--- src/exp_adsr_envelope_macros.svh ---
// ----------------------------------------------------------------------------
// exp_adsr_envelope_macros.svh
// Assertion helpers for the envelope block. Expects clk and rst_n in scope.
// ----------------------------------------------------------------------------
`ifndef EXP_ADSR_ENVELOPE_MACROS_SVH
`define EXP_ADSR_ENVELOPE_MACROS_SVH

// same-cycle implication, held off during reset
`define ADSR_CHECK(label, ante, cons, msg) \
  label: assert property (@(posedge clk) disable iff (!rst_n) (ante) |-> (cons)) \
    else $error(msg);

// next-cycle implication, held off during reset
`define ADSR_CHECK_NEXT(label, ante, cons, msg) \
  label: assert property (@(posedge clk) disable iff (!rst_n) (ante) |=> (cons)) \
    else $error(msg);

`endif

--- src/adsr_pkg.sv ---
// ----------------------------------------------------------------------------
// adsr_pkg
// Shared types, codes and defaults for the exponential ADSR envelope.
// ----------------------------------------------------------------------------
package adsr_pkg;

  localparam int DEF_FRAC_BITS  = 24;
  localparam int DEF_DELAY_BITS = 20;
  localparam int CFG_IDX_W      = 3;

  // reset values of the shape/sustain registers, given with 24 fraction bits
  localparam int           REF_FRAC            = 24;
  localparam longint unsigned ATK_SHAPE_RST_Q24 = 64'd5033165;
  localparam longint unsigned REL_SHAPE_RST_Q24 = 64'd1678;
  localparam longint unsigned SUSTAIN_RST_Q24   = 64'd9227469;

  // register map
  typedef enum logic [CFG_IDX_W-1:0] {
    CFG_ATTACK_COEF   = 3'd0,
    CFG_ATTACK_SHAPE  = 3'd1,
    CFG_DECAY_COEF    = 3'd2,
    CFG_RELEASE_COEF  = 3'd3,
    CFG_RELEASE_SHAPE = 3'd4,
    CFG_SUSTAIN_LEVEL = 3'd5,
    CFG_DELAY_TICKS   = 3'd6,
    CFG_MODE          = 3'd7
  } cfg_idx_t;

  typedef struct packed {
    logic instant;  // bit1: skip attack, start decay at full scale
    logic loop;     // bit0: retrigger from sustain
  } mode_t;

  // envelope stage, one-hot
  typedef enum logic [5:0] {
    ST_OFF     = 6'b000001,
    ST_DELAY   = 6'b000010,
    ST_ATTACK  = 6'b000100,
    ST_DECAY   = 6'b001000,
    ST_SUSTAIN = 6'b010000,
    ST_RELEASE = 6'b100000
  } stage_t;

  // external stage codes
  localparam logic [2:0] CODE_OFF     = 3'd0;
  localparam logic [2:0] CODE_DELAY   = 3'd1;
  localparam logic [2:0] CODE_ATTACK  = 3'd2;
  localparam logic [2:0] CODE_DECAY   = 3'd3;
  localparam logic [2:0] CODE_SUSTAIN = 3'd4;
  localparam logic [2:0] CODE_RELEASE = 3'd5;

  function automatic logic [2:0] stage_code(stage_t s);
    logic [2:0] c;
    unique case (s)
      ST_OFF:     c = CODE_OFF;
      ST_DELAY:   c = CODE_DELAY;
      ST_ATTACK:  c = CODE_ATTACK;
      ST_DECAY:   c = CODE_DECAY;
      ST_SUSTAIN: c = CODE_SUSTAIN;
      ST_RELEASE: c = CODE_RELEASE;
      default:    c = CODE_OFF;
    endcase
    return c;
  endfunction

endpackage

--- src/exp_adsr_envelope.sv ---
// ----------------------------------------------------------------------------
// exp_adsr_envelope
// Exponential ADSR envelope generator with optional delay stage.
// ----------------------------------------------------------------------------
// Usage:
//  - Input channel (in_valid / in_stall / in_gate): one item per sample tick,
//    carrying the gate level. Output channel (out_valid / out_stall /
//    out_envelope / out_stage_now): one item per input item, the level and
//    stage after that tick.
//  - Config port: cfg_we with cfg_index and cfg_wdata writes one register in
//    the clock edge; write only while no item is in flight.
//  - Path: an accepted item passes the input register, then the update into
//    the output register, where out_valid rises; a receiver stall can hold
//    the item in the input register.
//  - Throughput: 1 item per cycle while out_stall is low, set by the level
//    update loop (one multiply-add and clamp from the state register back to itself).
//  - Reset (rst_n low, synchronous): pipeline empty, stage off, level zero,
//    registers at their default values; in_stall is high during reset.
//  - Receiver stall: the output register holds; the input register still
//    takes one item, after which in_stall rises until out_stall drops.
// ----------------------------------------------------------------------------
module exp_adsr_envelope #(
  parameter int FRAC_BITS  = adsr_pkg::DEF_FRAC_BITS,
  parameter int DELAY_BITS = adsr_pkg::DEF_DELAY_BITS
) (
  input  logic                           clk,
  input  logic                           rst_n,
  // input channel
  input  logic                           in_valid,
  output logic                           in_stall,
  input  logic                           in_gate,
  // result channel
  output logic                           out_valid,
  input  logic                           out_stall,
  output logic [FRAC_BITS:0]             out_envelope,
  output logic [2:0]                     out_stage_now,
  // config write port
  input  logic                           cfg_we,
  input  logic [adsr_pkg::CFG_IDX_W-1:0] cfg_index,
  input  logic [((FRAC_BITS + 3 > DELAY_BITS) ? FRAC_BITS + 3 : DELAY_BITS)-1:0] cfg_wdata
);
  import adsr_pkg::*;

  localparam int CFG_W = (FRAC_BITS + 3 > DELAY_BITS) ? FRAC_BITS + 3 : DELAY_BITS;
  localparam logic [FRAC_BITS:0] ONE = {1'b1, {FRAC_BITS{1'b0}}};

  // config operands
  logic [FRAC_BITS-1:0]  attack_coef, decay_coef, release_coef;
  logic [FRAC_BITS+3:0]  attack_base;
  logic [FRAC_BITS+2:0]  release_shape;
  logic [FRAC_BITS:0]    sustain;
  logic [DELAY_BITS-1:0] delay_ticks;
  mode_t                 mode;

  adsr_cfg #(
    .FRAC_BITS  (FRAC_BITS),
    .DELAY_BITS (DELAY_BITS),
    .CFG_W      (CFG_W)
  ) u_cfg (
    .clk           (clk),
    .rst_n         (rst_n),
    .cfg_we        (cfg_we),
    .cfg_index     (cfg_index),
    .cfg_wdata     (cfg_wdata),
    .attack_coef   (attack_coef),
    .attack_base   (attack_base),
    .decay_coef    (decay_coef),
    .release_coef  (release_coef),
    .release_shape (release_shape),
    .sustain       (sustain),
    .delay_ticks   (delay_ticks),
    .mode          (mode)
  );

  // pipeline control
  logic s1_valid_r, s1_valid_nxt;
  logic s1_gate_r;
  logic out_valid_r, out_valid_nxt;
  logic advance, step_en;

  // output slot free or being drained this cycle
  assign advance  = !out_valid_r || !out_stall;
  assign in_stall = !rst_n || (s1_valid_r && !advance);
  assign step_en  = s1_valid_r && advance;

  assign s1_valid_nxt  = in_stall ? s1_valid_r : in_valid;
  assign out_valid_nxt = advance ? s1_valid_r : out_valid_r;

  always_ff @(posedge clk) begin
    if (!rst_n) begin
      s1_valid_r  <= 1'b0;
      out_valid_r <= 1'b0;
    end else begin
      s1_valid_r  <= s1_valid_nxt;
      out_valid_r <= out_valid_nxt;
    end
  end

  always_ff @(posedge clk) begin
    if (!in_stall) begin
      s1_gate_r <= in_gate;
    end
  end

  // envelope update; state advances only when the result is captured
  logic [FRAC_BITS:0] level_nxt;
  logic [2:0]         stage_nxt;

  adsr_core #(
    .FRAC_BITS  (FRAC_BITS),
    .DELAY_BITS (DELAY_BITS)
  ) u_core (
    .clk           (clk),
    .rst_n         (rst_n),
    .step_en       (step_en),
    .gate          (s1_gate_r),
    .attack_coef   (attack_coef),
    .attack_base   (attack_base),
    .decay_coef    (decay_coef),
    .release_coef  (release_coef),
    .release_shape (release_shape),
    .sustain       (sustain),
    .delay_ticks   (delay_ticks),
    .mode          (mode),
    .level_nxt     (level_nxt),
    .stage_nxt     (stage_nxt)
  );

  // result register
  logic [FRAC_BITS:0] out_envelope_r;
  logic [2:0]         out_stage_r;

  always_ff @(posedge clk) begin
    if (step_en) begin
      out_envelope_r <= level_nxt;
      out_stage_r    <= stage_nxt;
    end
  end

  assign out_valid     = out_valid_r;
  assign out_envelope  = out_envelope_r;
  assign out_stage_now = out_stage_r;

  // checks
`include "exp_adsr_envelope_macros.svh"

  `ADSR_CHECK(a_off_is_zero, out_valid && (out_stage_now == CODE_OFF), out_envelope == '0, "off with level")
  `ADSR_CHECK(a_level_in_range, out_valid, out_envelope <= ONE, "envelope above full scale")
  `ADSR_CHECK(a_stall_only_when_full, rst_n && in_stall, out_valid && out_stall, "stall, slot free")
  `ADSR_CHECK_NEXT(a_step_gives_result, step_en, out_valid, "computed item not presented")

endmodule

--- src/adsr_cfg.sv ---
// ----------------------------------------------------------------------------
// adsr_cfg
// Configuration register file with derived operands (nonzero shapes,
// attack target, saturated sustain).
// ----------------------------------------------------------------------------
module adsr_cfg #(
  parameter int FRAC_BITS  = adsr_pkg::DEF_FRAC_BITS,
  parameter int DELAY_BITS = adsr_pkg::DEF_DELAY_BITS,
  parameter int CFG_W      = FRAC_BITS + 3
) (
  input  logic                           clk,
  input  logic                           rst_n,
  input  logic                           cfg_we,
  input  logic [adsr_pkg::CFG_IDX_W-1:0] cfg_index,
  input  logic [CFG_W-1:0]               cfg_wdata,
  output logic [FRAC_BITS-1:0]           attack_coef,
  output logic [FRAC_BITS+3:0]           attack_base,
  output logic [FRAC_BITS-1:0]           decay_coef,
  output logic [FRAC_BITS-1:0]           release_coef,
  output logic [FRAC_BITS+2:0]           release_shape,
  output logic [FRAC_BITS:0]             sustain,
  output logic [DELAY_BITS-1:0]          delay_ticks,
  output adsr_pkg::mode_t                mode
);
  import adsr_pkg::*;

  localparam int SHP_W = FRAC_BITS + 3;
  localparam int LVL_W = FRAC_BITS + 1;
  localparam logic [LVL_W-1:0] ONE = {1'b1, {FRAC_BITS{1'b0}}};

  localparam longint unsigned ATK_SHAPE_RST = (ATK_SHAPE_RST_Q24 << FRAC_BITS) >> REF_FRAC;
  localparam longint unsigned REL_SHAPE_RST = (REL_SHAPE_RST_Q24 << FRAC_BITS) >> REF_FRAC;
  localparam longint unsigned SUSTAIN_RST   = (SUSTAIN_RST_Q24 << FRAC_BITS) >> REF_FRAC;

  logic [FRAC_BITS-1:0]  attack_coef_r, decay_coef_r, release_coef_r;
  logic [SHP_W-1:0]      attack_shape_r, release_shape_r;
  logic [LVL_W-1:0]      sustain_r;
  logic [DELAY_BITS-1:0] delay_ticks_r;
  mode_t                 mode_r;

  always_ff @(posedge clk) begin
    if (!rst_n) begin
      attack_coef_r   <= '0;
      attack_shape_r  <= SHP_W'(ATK_SHAPE_RST);
      decay_coef_r    <= '0;
      release_coef_r  <= '0;
      release_shape_r <= SHP_W'(REL_SHAPE_RST);
      sustain_r       <= LVL_W'(SUSTAIN_RST);
      delay_ticks_r   <= '0;
      mode_r          <= '0;
    end else if (cfg_we) begin
      unique case (cfg_idx_t'(cfg_index))
        CFG_ATTACK_COEF:   attack_coef_r   <= cfg_wdata[FRAC_BITS-1:0];
        CFG_ATTACK_SHAPE:  attack_shape_r  <= cfg_wdata[SHP_W-1:0];
        CFG_DECAY_COEF:    decay_coef_r    <= cfg_wdata[FRAC_BITS-1:0];
        CFG_RELEASE_COEF:  release_coef_r  <= cfg_wdata[FRAC_BITS-1:0];
        CFG_RELEASE_SHAPE: release_shape_r <= cfg_wdata[SHP_W-1:0];
        CFG_SUSTAIN_LEVEL: sustain_r       <= cfg_wdata[LVL_W-1:0];
        CFG_DELAY_TICKS:   delay_ticks_r   <= cfg_wdata[DELAY_BITS-1:0];
        CFG_MODE:          mode_r          <= mode_t'(cfg_wdata[1:0]);
        default: ;
      endcase
    end
  end

  logic [SHP_W-1:0] attack_shape_nz;

  // a zero shape acts as the smallest ratio
  assign attack_shape_nz = (attack_shape_r == '0) ? SHP_W'(1) : attack_shape_r;
  assign release_shape   = (release_shape_r == '0) ? SHP_W'(1) : release_shape_r;
  assign attack_base     = (SHP_W + 1)'(ONE) + (SHP_W + 1)'(attack_shape_nz);
  assign sustain         = (sustain_r > ONE) ? ONE : sustain_r;

  assign attack_coef  = attack_coef_r;
  assign decay_coef   = decay_coef_r;
  assign release_coef = release_coef_r;
  assign delay_ticks  = delay_ticks_r;
  assign mode         = mode_r;

endmodule

--- src/adsr_core.sv ---
// ----------------------------------------------------------------------------
// adsr_core
// Envelope state and the per-tick update: gate edge handling, delay count,
// and one multiply-add recursion level' = base + (level - base) * coef.
// ----------------------------------------------------------------------------
module adsr_core #(
  parameter int FRAC_BITS  = adsr_pkg::DEF_FRAC_BITS,
  parameter int DELAY_BITS = adsr_pkg::DEF_DELAY_BITS
) (
  input  logic                  clk,
  input  logic                  rst_n,
  input  logic                  step_en,
  input  logic                  gate,
  input  logic [FRAC_BITS-1:0]  attack_coef,
  input  logic [FRAC_BITS+3:0]  attack_base,
  input  logic [FRAC_BITS-1:0]  decay_coef,
  input  logic [FRAC_BITS-1:0]  release_coef,
  input  logic [FRAC_BITS+2:0]  release_shape,
  input  logic [FRAC_BITS:0]    sustain,
  input  logic [DELAY_BITS-1:0] delay_ticks,
  input  adsr_pkg::mode_t       mode,
  output logic [FRAC_BITS:0]    level_nxt,
  output logic [2:0]            stage_nxt
);
  import adsr_pkg::*;

  localparam int LVL_W  = FRAC_BITS + 1;
  localparam int BASE_W = FRAC_BITS + 5;
  localparam int DIFF_W = FRAC_BITS + 6;
  localparam int PROD_W = DIFF_W + FRAC_BITS + 1;
  localparam int SUM_W  = PROD_W + 1;
  localparam int V_W    = SUM_W - FRAC_BITS;

  localparam logic [LVL_W-1:0] ONE = {1'b1, {FRAC_BITS{1'b0}}};
  localparam logic [LVL_W-1:0] SMALL_LEVEL =
    LVL_W'((64'd1 << FRAC_BITS) / 64'd1000000);
  localparam logic [DELAY_BITS-1:0] DELAY_MAX = '1;

  // state
  logic [LVL_W-1:0]      level_r;
  stage_t                stage_r;
  logic [DELAY_BITS-1:0] count_r;
  logic                  last_gate_r;

  logic                  delay_zero, rise, fall;
  stage_t                stage_a, stage_n;
  logic [LVL_W-1:0]      level_a, level_n;
  logic [DELAY_BITS-1:0] count_a, count_n;

  assign delay_zero = (delay_ticks == '0);
  assign rise       = !last_gate_r && gate;
  assign fall       = last_gate_r && !gate;

  // gate edges first
  always_comb begin
    stage_a = stage_r;
    level_a = level_r;
    count_a = count_r;
    if (rise) begin
      if (delay_zero) begin
        if (mode.instant) begin
          stage_a = ST_DECAY;
          level_a = ONE;
        end else begin
          stage_a = ST_ATTACK;
        end
      end else begin
        if (level_r <= SMALL_LEVEL) begin
          level_a = '0;
          count_a = '0;
        end
        stage_a = ST_DELAY;
      end
    end else if (fall) begin
      stage_a = ST_RELEASE;
    end
  end

  // recursion operands for the stage after the edge
  logic signed [BASE_W-1:0] base;
  logic        [FRAC_BITS-1:0] coef;
  logic signed [DIFF_W-1:0] diff;
  logic signed [PROD_W-1:0] prod;
  logic signed [SUM_W-1:0]  sum;
  logic signed [V_W-1:0]    v, one_v, sus_v;

  always_comb begin
    unique case (stage_a)
      ST_ATTACK: begin
        base = signed'({1'b0, attack_base});
        coef = attack_coef;
      end
      ST_DECAY: begin
        base = signed'({4'b0, sustain}) - signed'({2'b0, release_shape});
        coef = decay_coef;
      end
      default: begin
        base = -signed'({2'b0, release_shape});
        coef = release_coef;
      end
    endcase
  end

  assign diff  = signed'({5'b0, level_a}) - DIFF_W'(base);
  assign prod  = PROD_W'(diff) * PROD_W'(signed'({1'b0, coef}));
  // floor of the scaled sum: arithmetic shift
  assign sum   = SUM_W'(prod) + (SUM_W'(base) <<< FRAC_BITS);
  assign v     = V_W'(sum >>> FRAC_BITS);
  assign one_v = signed'(V_W'(ONE));
  assign sus_v = signed'(V_W'(sustain));

  always_comb begin
    logic [DELAY_BITS-1:0] count_inc;
    count_inc = (count_a == DELAY_MAX) ? count_a : count_a + DELAY_BITS'(1);
    stage_n   = stage_a;
    level_n   = level_a;
    count_n   = count_a;
    unique case (stage_a)
      ST_DELAY: begin
        count_n = count_inc;
        if (count_inc >= delay_ticks) begin
          count_n = '0;
          if (mode.instant) begin
            stage_n = ST_DECAY;
            level_n = ONE;
          end else begin
            stage_n = ST_ATTACK;
          end
        end
      end
      ST_ATTACK: begin
        if (v >= one_v) begin
          level_n = ONE;
          stage_n = ST_DECAY;
        end else begin
          level_n = v[LVL_W-1:0];
        end
      end
      ST_DECAY: begin
        if (v <= sus_v) begin
          level_n = sustain;
          stage_n = ST_SUSTAIN;
        end else begin
          level_n = v[LVL_W-1:0];
        end
      end
      ST_SUSTAIN: begin
        level_n = sustain;
        if (mode.loop) begin
          // retrigger with the sustain level as current level
          if (delay_zero) begin
            if (mode.instant) begin
              stage_n = ST_DECAY;
              level_n = ONE;
            end else begin
              stage_n = ST_ATTACK;
            end
          end else begin
            if (sustain <= SMALL_LEVEL) begin
              level_n = '0;
              count_n = '0;
            end
            stage_n = ST_DELAY;
          end
        end
      end
      ST_RELEASE: begin
        if (v[V_W-1] || (v == '0)) begin
          level_n = '0;
          stage_n = ST_OFF;
        end else begin
          level_n = v[LVL_W-1:0];
        end
      end
      default: begin
        level_n = '0;
        stage_n = ST_OFF;
      end
    endcase
  end

  always_ff @(posedge clk) begin
    if (!rst_n) begin
      level_r     <= '0;
      stage_r     <= ST_OFF;
      count_r     <= '0;
      last_gate_r <= 1'b0;
    end else if (step_en) begin
      level_r     <= level_n;
      stage_r     <= stage_n;
      count_r     <= count_n;
      last_gate_r <= gate;
    end
  end

  assign level_nxt = level_n;
  assign stage_nxt = stage_code(stage_n);

endmodule
--- config.mk ---
export PLATFORM = sky130hd
export DESIGN_NAME = exp_adsr_envelope
export DESIGN_NICKNAME = d
export VERILOG_FILES = /design/src/adsr_pkg.sv /design/src/exp_adsr_envelope.sv /design/src/adsr_cfg.sv /design/src/adsr_core.sv
export VERILOG_INCLUDE_DIRS = /design/src /design/src/src
export SDC_FILE = /design/constraint.sdc
export NUM_CORES = 2
export LEC_CHECK = 0
export BUFFER_PORTS_ARGS = -buffer_cell sky130_fd_sc_hd__clkbuf_2
export CAP_MARGIN = 20
export CORE_UTILIZATION = 64
export CTS_CLUSTER_DIAMETER = 60
export DETAILED_ROUTE_END_ITERATION = 6
export HOLD_SLACK_MARGIN = 0.03
export PLACE_DENSITY_LB_ADDON = 0.12
export SLEW_MARGIN = 10
export SYNTH_ARGS = -nofsm -noshare
export SYNTH_HDL_FRONTEND = slang
export SYNTH_HIERARCHICAL = 1
export SYNTH_SLANG_ARGS = --single-unit
export TNS_END_PERCENT = 1
--- constraint.sdc ---
create_clock -name clk -period 17.1 [get_ports clk]
set_clock_uncertainty 0.2 [all_clocks]
set_input_delay 0 -clock clk [delete_from_list [all_inputs] [get_ports clk]]
set_output_delay 0 -clock clk [all_outputs]
set_load 0.03 [all_outputs]
==> metrics.md <==
| Metric | Value |
|---|---|
| Hold path cells | 4 |
| Final Hold Viols | 0 |
| Yosys warns | 6 |
| Avg Cell Area, Syn | 8.421 µm² |
| Initial DRC Count | 3961 |
| Main area contributors after synthesis | fa_1 36%, dfxtp_1 10%, inv_1 8.0% |
| Count leader, synth | inv_1 |
| Final slew viol count | 0 |
| Final worst path period need | 16.31 ns |
| Max-Cap Viols | 0 |
| P&R area growth vs syn | 6.300% |
| #FFs+latches synth | 256 |
| Largest net degree at the start of global routing | 119 |
| Layout cells sized above 1 | 0.06854 |
| Initial Util | 0.6514 |
| Gpl congestion | 1.018 |
| Dpl cell area | 45390 µm² |
| Vias in the first global route | 37421 |
| Slowest CP cell | nor2b_1 |
| Worst-Margin Slew | 1.163 ns |
| Syn nets | 6340 |
| WS Path Type | flop to flop |
| TritonRoute pass-1 iters | 6 |
| Post-synth top area share | 0.3602 |
| Clock tree buffer depth | 3 |
| Slew headroom | 0.2199 |
| CTS tree | yes |
| Leak | 22.51 nW |
| DRC viols | 0 |
| Cell count along the critical path | 60 |
| Main synth FF type | dfxtp_1 |
| Top cells by count, synth | 935 x inv_1, 794 x fa_1, 750 x nand2_1, 556 x nor2_1, 269 x ha_1 |
| Tot GR Track Use | 0.4155 |
| Yosys cell types | 104 |
| CP Max Fanout | 21 |
| Buf/Inv on CP | 8 |
| Routed length per instance | 23.16 µm |
| TNS Setup | 0 ns |
| Core area | 67750 µm² |
| Sequential cell area | 5415 µm² |
| Total wire length | 141.2 mm |
| Num CTS Buffers | 28 |
| Clock slew at reported path FFs | 0.06 ns |
| Ys async rst share | 0 |
| Mapped Cells | 5241 |
| Die ar. | 70010 µm² |
| Worst skew pair latency | 0.56 ns |
| Peak VDD IR | 0.1926 mV |
| Data required time of the worst path | 17.20 ns |
| Final setup vio count | 0 |
| Fin crit share | 0.9537 |
| Finished layout cell area | 46910 µm² |
| Port bufs | 65 |
| Nets@finish | 6301 |
| CP startpoint kind | flop |
| CP Capture Type | flop |
| Cell Area, Synth | 44130 µm² |
| CP top delay family | adder cells |
| RSZ-0062 raised after global routing | false |
| H-tree Lvls | 1 |
| F_max | 61.32 MHz |
| Clock sink count | 256 |
| Congestion Overflow GR | 0 |
| Site row count | 95 |
| Most frequent cell on the critical path | fa_1 |
| Via count | 37361 |
| Power density over the cells | 120.1 nW/µm² |
| Detailed placement HPWL | 111.3 mm |
| Global-route wire length before repair | 220.2 mm |
| Initial antenna violation count | 0 |
| Multi-input combinational cell area | 34240 µm² |
| Status | finished clean |
| Post-synthesis sequential area ratio | 0.1227 |
| Tot Pwr | 5.635 mW |
| Routed Antenna Nets | 0 |
| Die X | 264.6 µm |
| # IOs | 66 |
| Root buffer cell | clkbuf_16 |
| Yosys top cell by area | fa_1 |
| Via density | 6.128 |
| Post-synth EDFFs | 29 |
| Chip Height | 264.6 µm |
| CP arrival | 16.40 ns |
| Worst Hold Class | input port to flop |
| # fillers | 5577 |
| Worst path max stage delay | 0.71 ns |
| Worst r2r path cells | 60 |
sequential cells by signal (all words and copies together), names as in the netlist:
name and cells:
u_cfg/attack_shape_r 27, u_cfg/release_shape_r 27, out_envelope 25, u_cfg/sustain_r 25, u_core/level_r 25, u_cfg/attack_coef 24
u_cfg/decay_coef 24, u_cfg/release_coef 24, u_cfg/delay_ticks 20, u_core/count_r 20, u_core/stage_r 6, out_stage_now 3
u_cfg/mode 2, out_valid 1, s1_gate_r 1, s1_valid_r 1, u_core/last_gate_r 1
cell usage in the layout, fill, tap and decap left out, types with 33 or more instances in the layout:
cell type,Yosys,final
a21boi_0,61,60
a21boi_1,75,75
a21o_1,75,74
a21oi_1,139,134
and2_1,73,74
buf_4,11,119
clkbuf_2,0,64
dfxtp_1,227,227
dlygate4sd3_1,0,40
fa_1,794,794
ha_1,269,269
inv_1,935,935
nand2_1,750,747
nand3_1,104,104
nand4_1,33,33
nor2_1,556,552
nor2b_1,52,52
nor3_1,45,43
nor4_1,36,35
o21ai_0,93,92
xnor2_1,81,79
xor2_1,47,40
kinds of logic (layout without fill, tap and decap cells):
kind of cell               count (synthesis)  count (layout)  synth area share
adders and majority gates               1063            1063            0.4364
AOI/OAI and AO/OA                        724             724            0.1177
xor gates and xnor gates                 128             128           0.02540
muxes                                     30              30          0.007003
other                                      0               1                 0
DFF                                      256             256            0.1227
and+or+nand+nor                         1806            1806            0.1824
buffers and inverters                   1234            1216            0.1083
final timing paths:
check | slack (ns) | to | startpoint
setup reg to reg | 0.79 | out_stage_now[0] | u_cfg/sustain_r[13]
setup / recovery | 0.79 | out_stage_now[0] | u_cfg/sustain_r[13]
hold reg to reg | 0.25 | u_cfg/release_coef[10] | u_cfg/release_coef[10]
hold / removal | 0.12 | u_cfg/release_shape_r[25] | cfg_wdata[25]
report_power, final:
group          total, mW  switching [mW]  internal (mW)
registers          0.690          0.0277          0.663
clock network      0.651           0.262          0.389
logic               4.29            2.81           1.49
total               5.63            3.10           2.54
metal layers:
metal	wire [µm]	part of all wire	up-vias	global-route usage
met4	8551	0.061	0	0.2018
met1	54940	0.39	18458	0.5780
met5	0	0	-	0
li1	-	-	16347	-
met2	60680	0.43	2127	0.6224
met3	17020	0.12	429	0.08518
cell type report:
type | instances | share of cell area
Antenna cell | 1 | 0.00005334
Clock inverter | 12 | 0.003787
Clock buffer | 39 | 0.01712
Sequential cell | 256 | 0.1154
Inverter | 938 | 0.07505
Multi-Input combinational cell | 3751 | 0.7298
Tap cell | 873 | 0.02328
Timing Repair Buffer | 227 | 0.03545
stage by stage:
stage | utilization | instances | setup slack (ns) | hold WS (ns)
after floorplan | - | 5241 | 2.500 | -0.1011
after detailed placement | 0.6700 | 6003 | 0.6445 | -0.01902
after global routing | 0.6924 | 6096 | 0.04367 | 0.1265
after global placement | 0.6698 | 6002 | 0.8043 | -0.02264
after CTS | 0.6904 | 6094 | 0.5901 | 0.1118
final | 0.6924 | 6097 | 0.7917 | 0.1239
worst register-to-register path: cells and delay by family (launching register included):
family,cells,cell delay (ns)
buffers and inverters,8,1.05
flip-flops,1,0.37
AO/OA/AOI/OAI,21,4.02
adder cells (fa/ha/maj),11,4.99
AND/OR/NAND/NOR,18,4.55
XOR/XNOR,2,0.85
what timing repair did:
action                                  in CTS  in global routing
endpoints found under the hold margin      204                  0
endpoints found under the setup margin       0                 55
gates resized for setup                      0                 23
hold buffers                                40                  0
buffers inserted                             0                  1
Power figures use the tool's default switching activity.
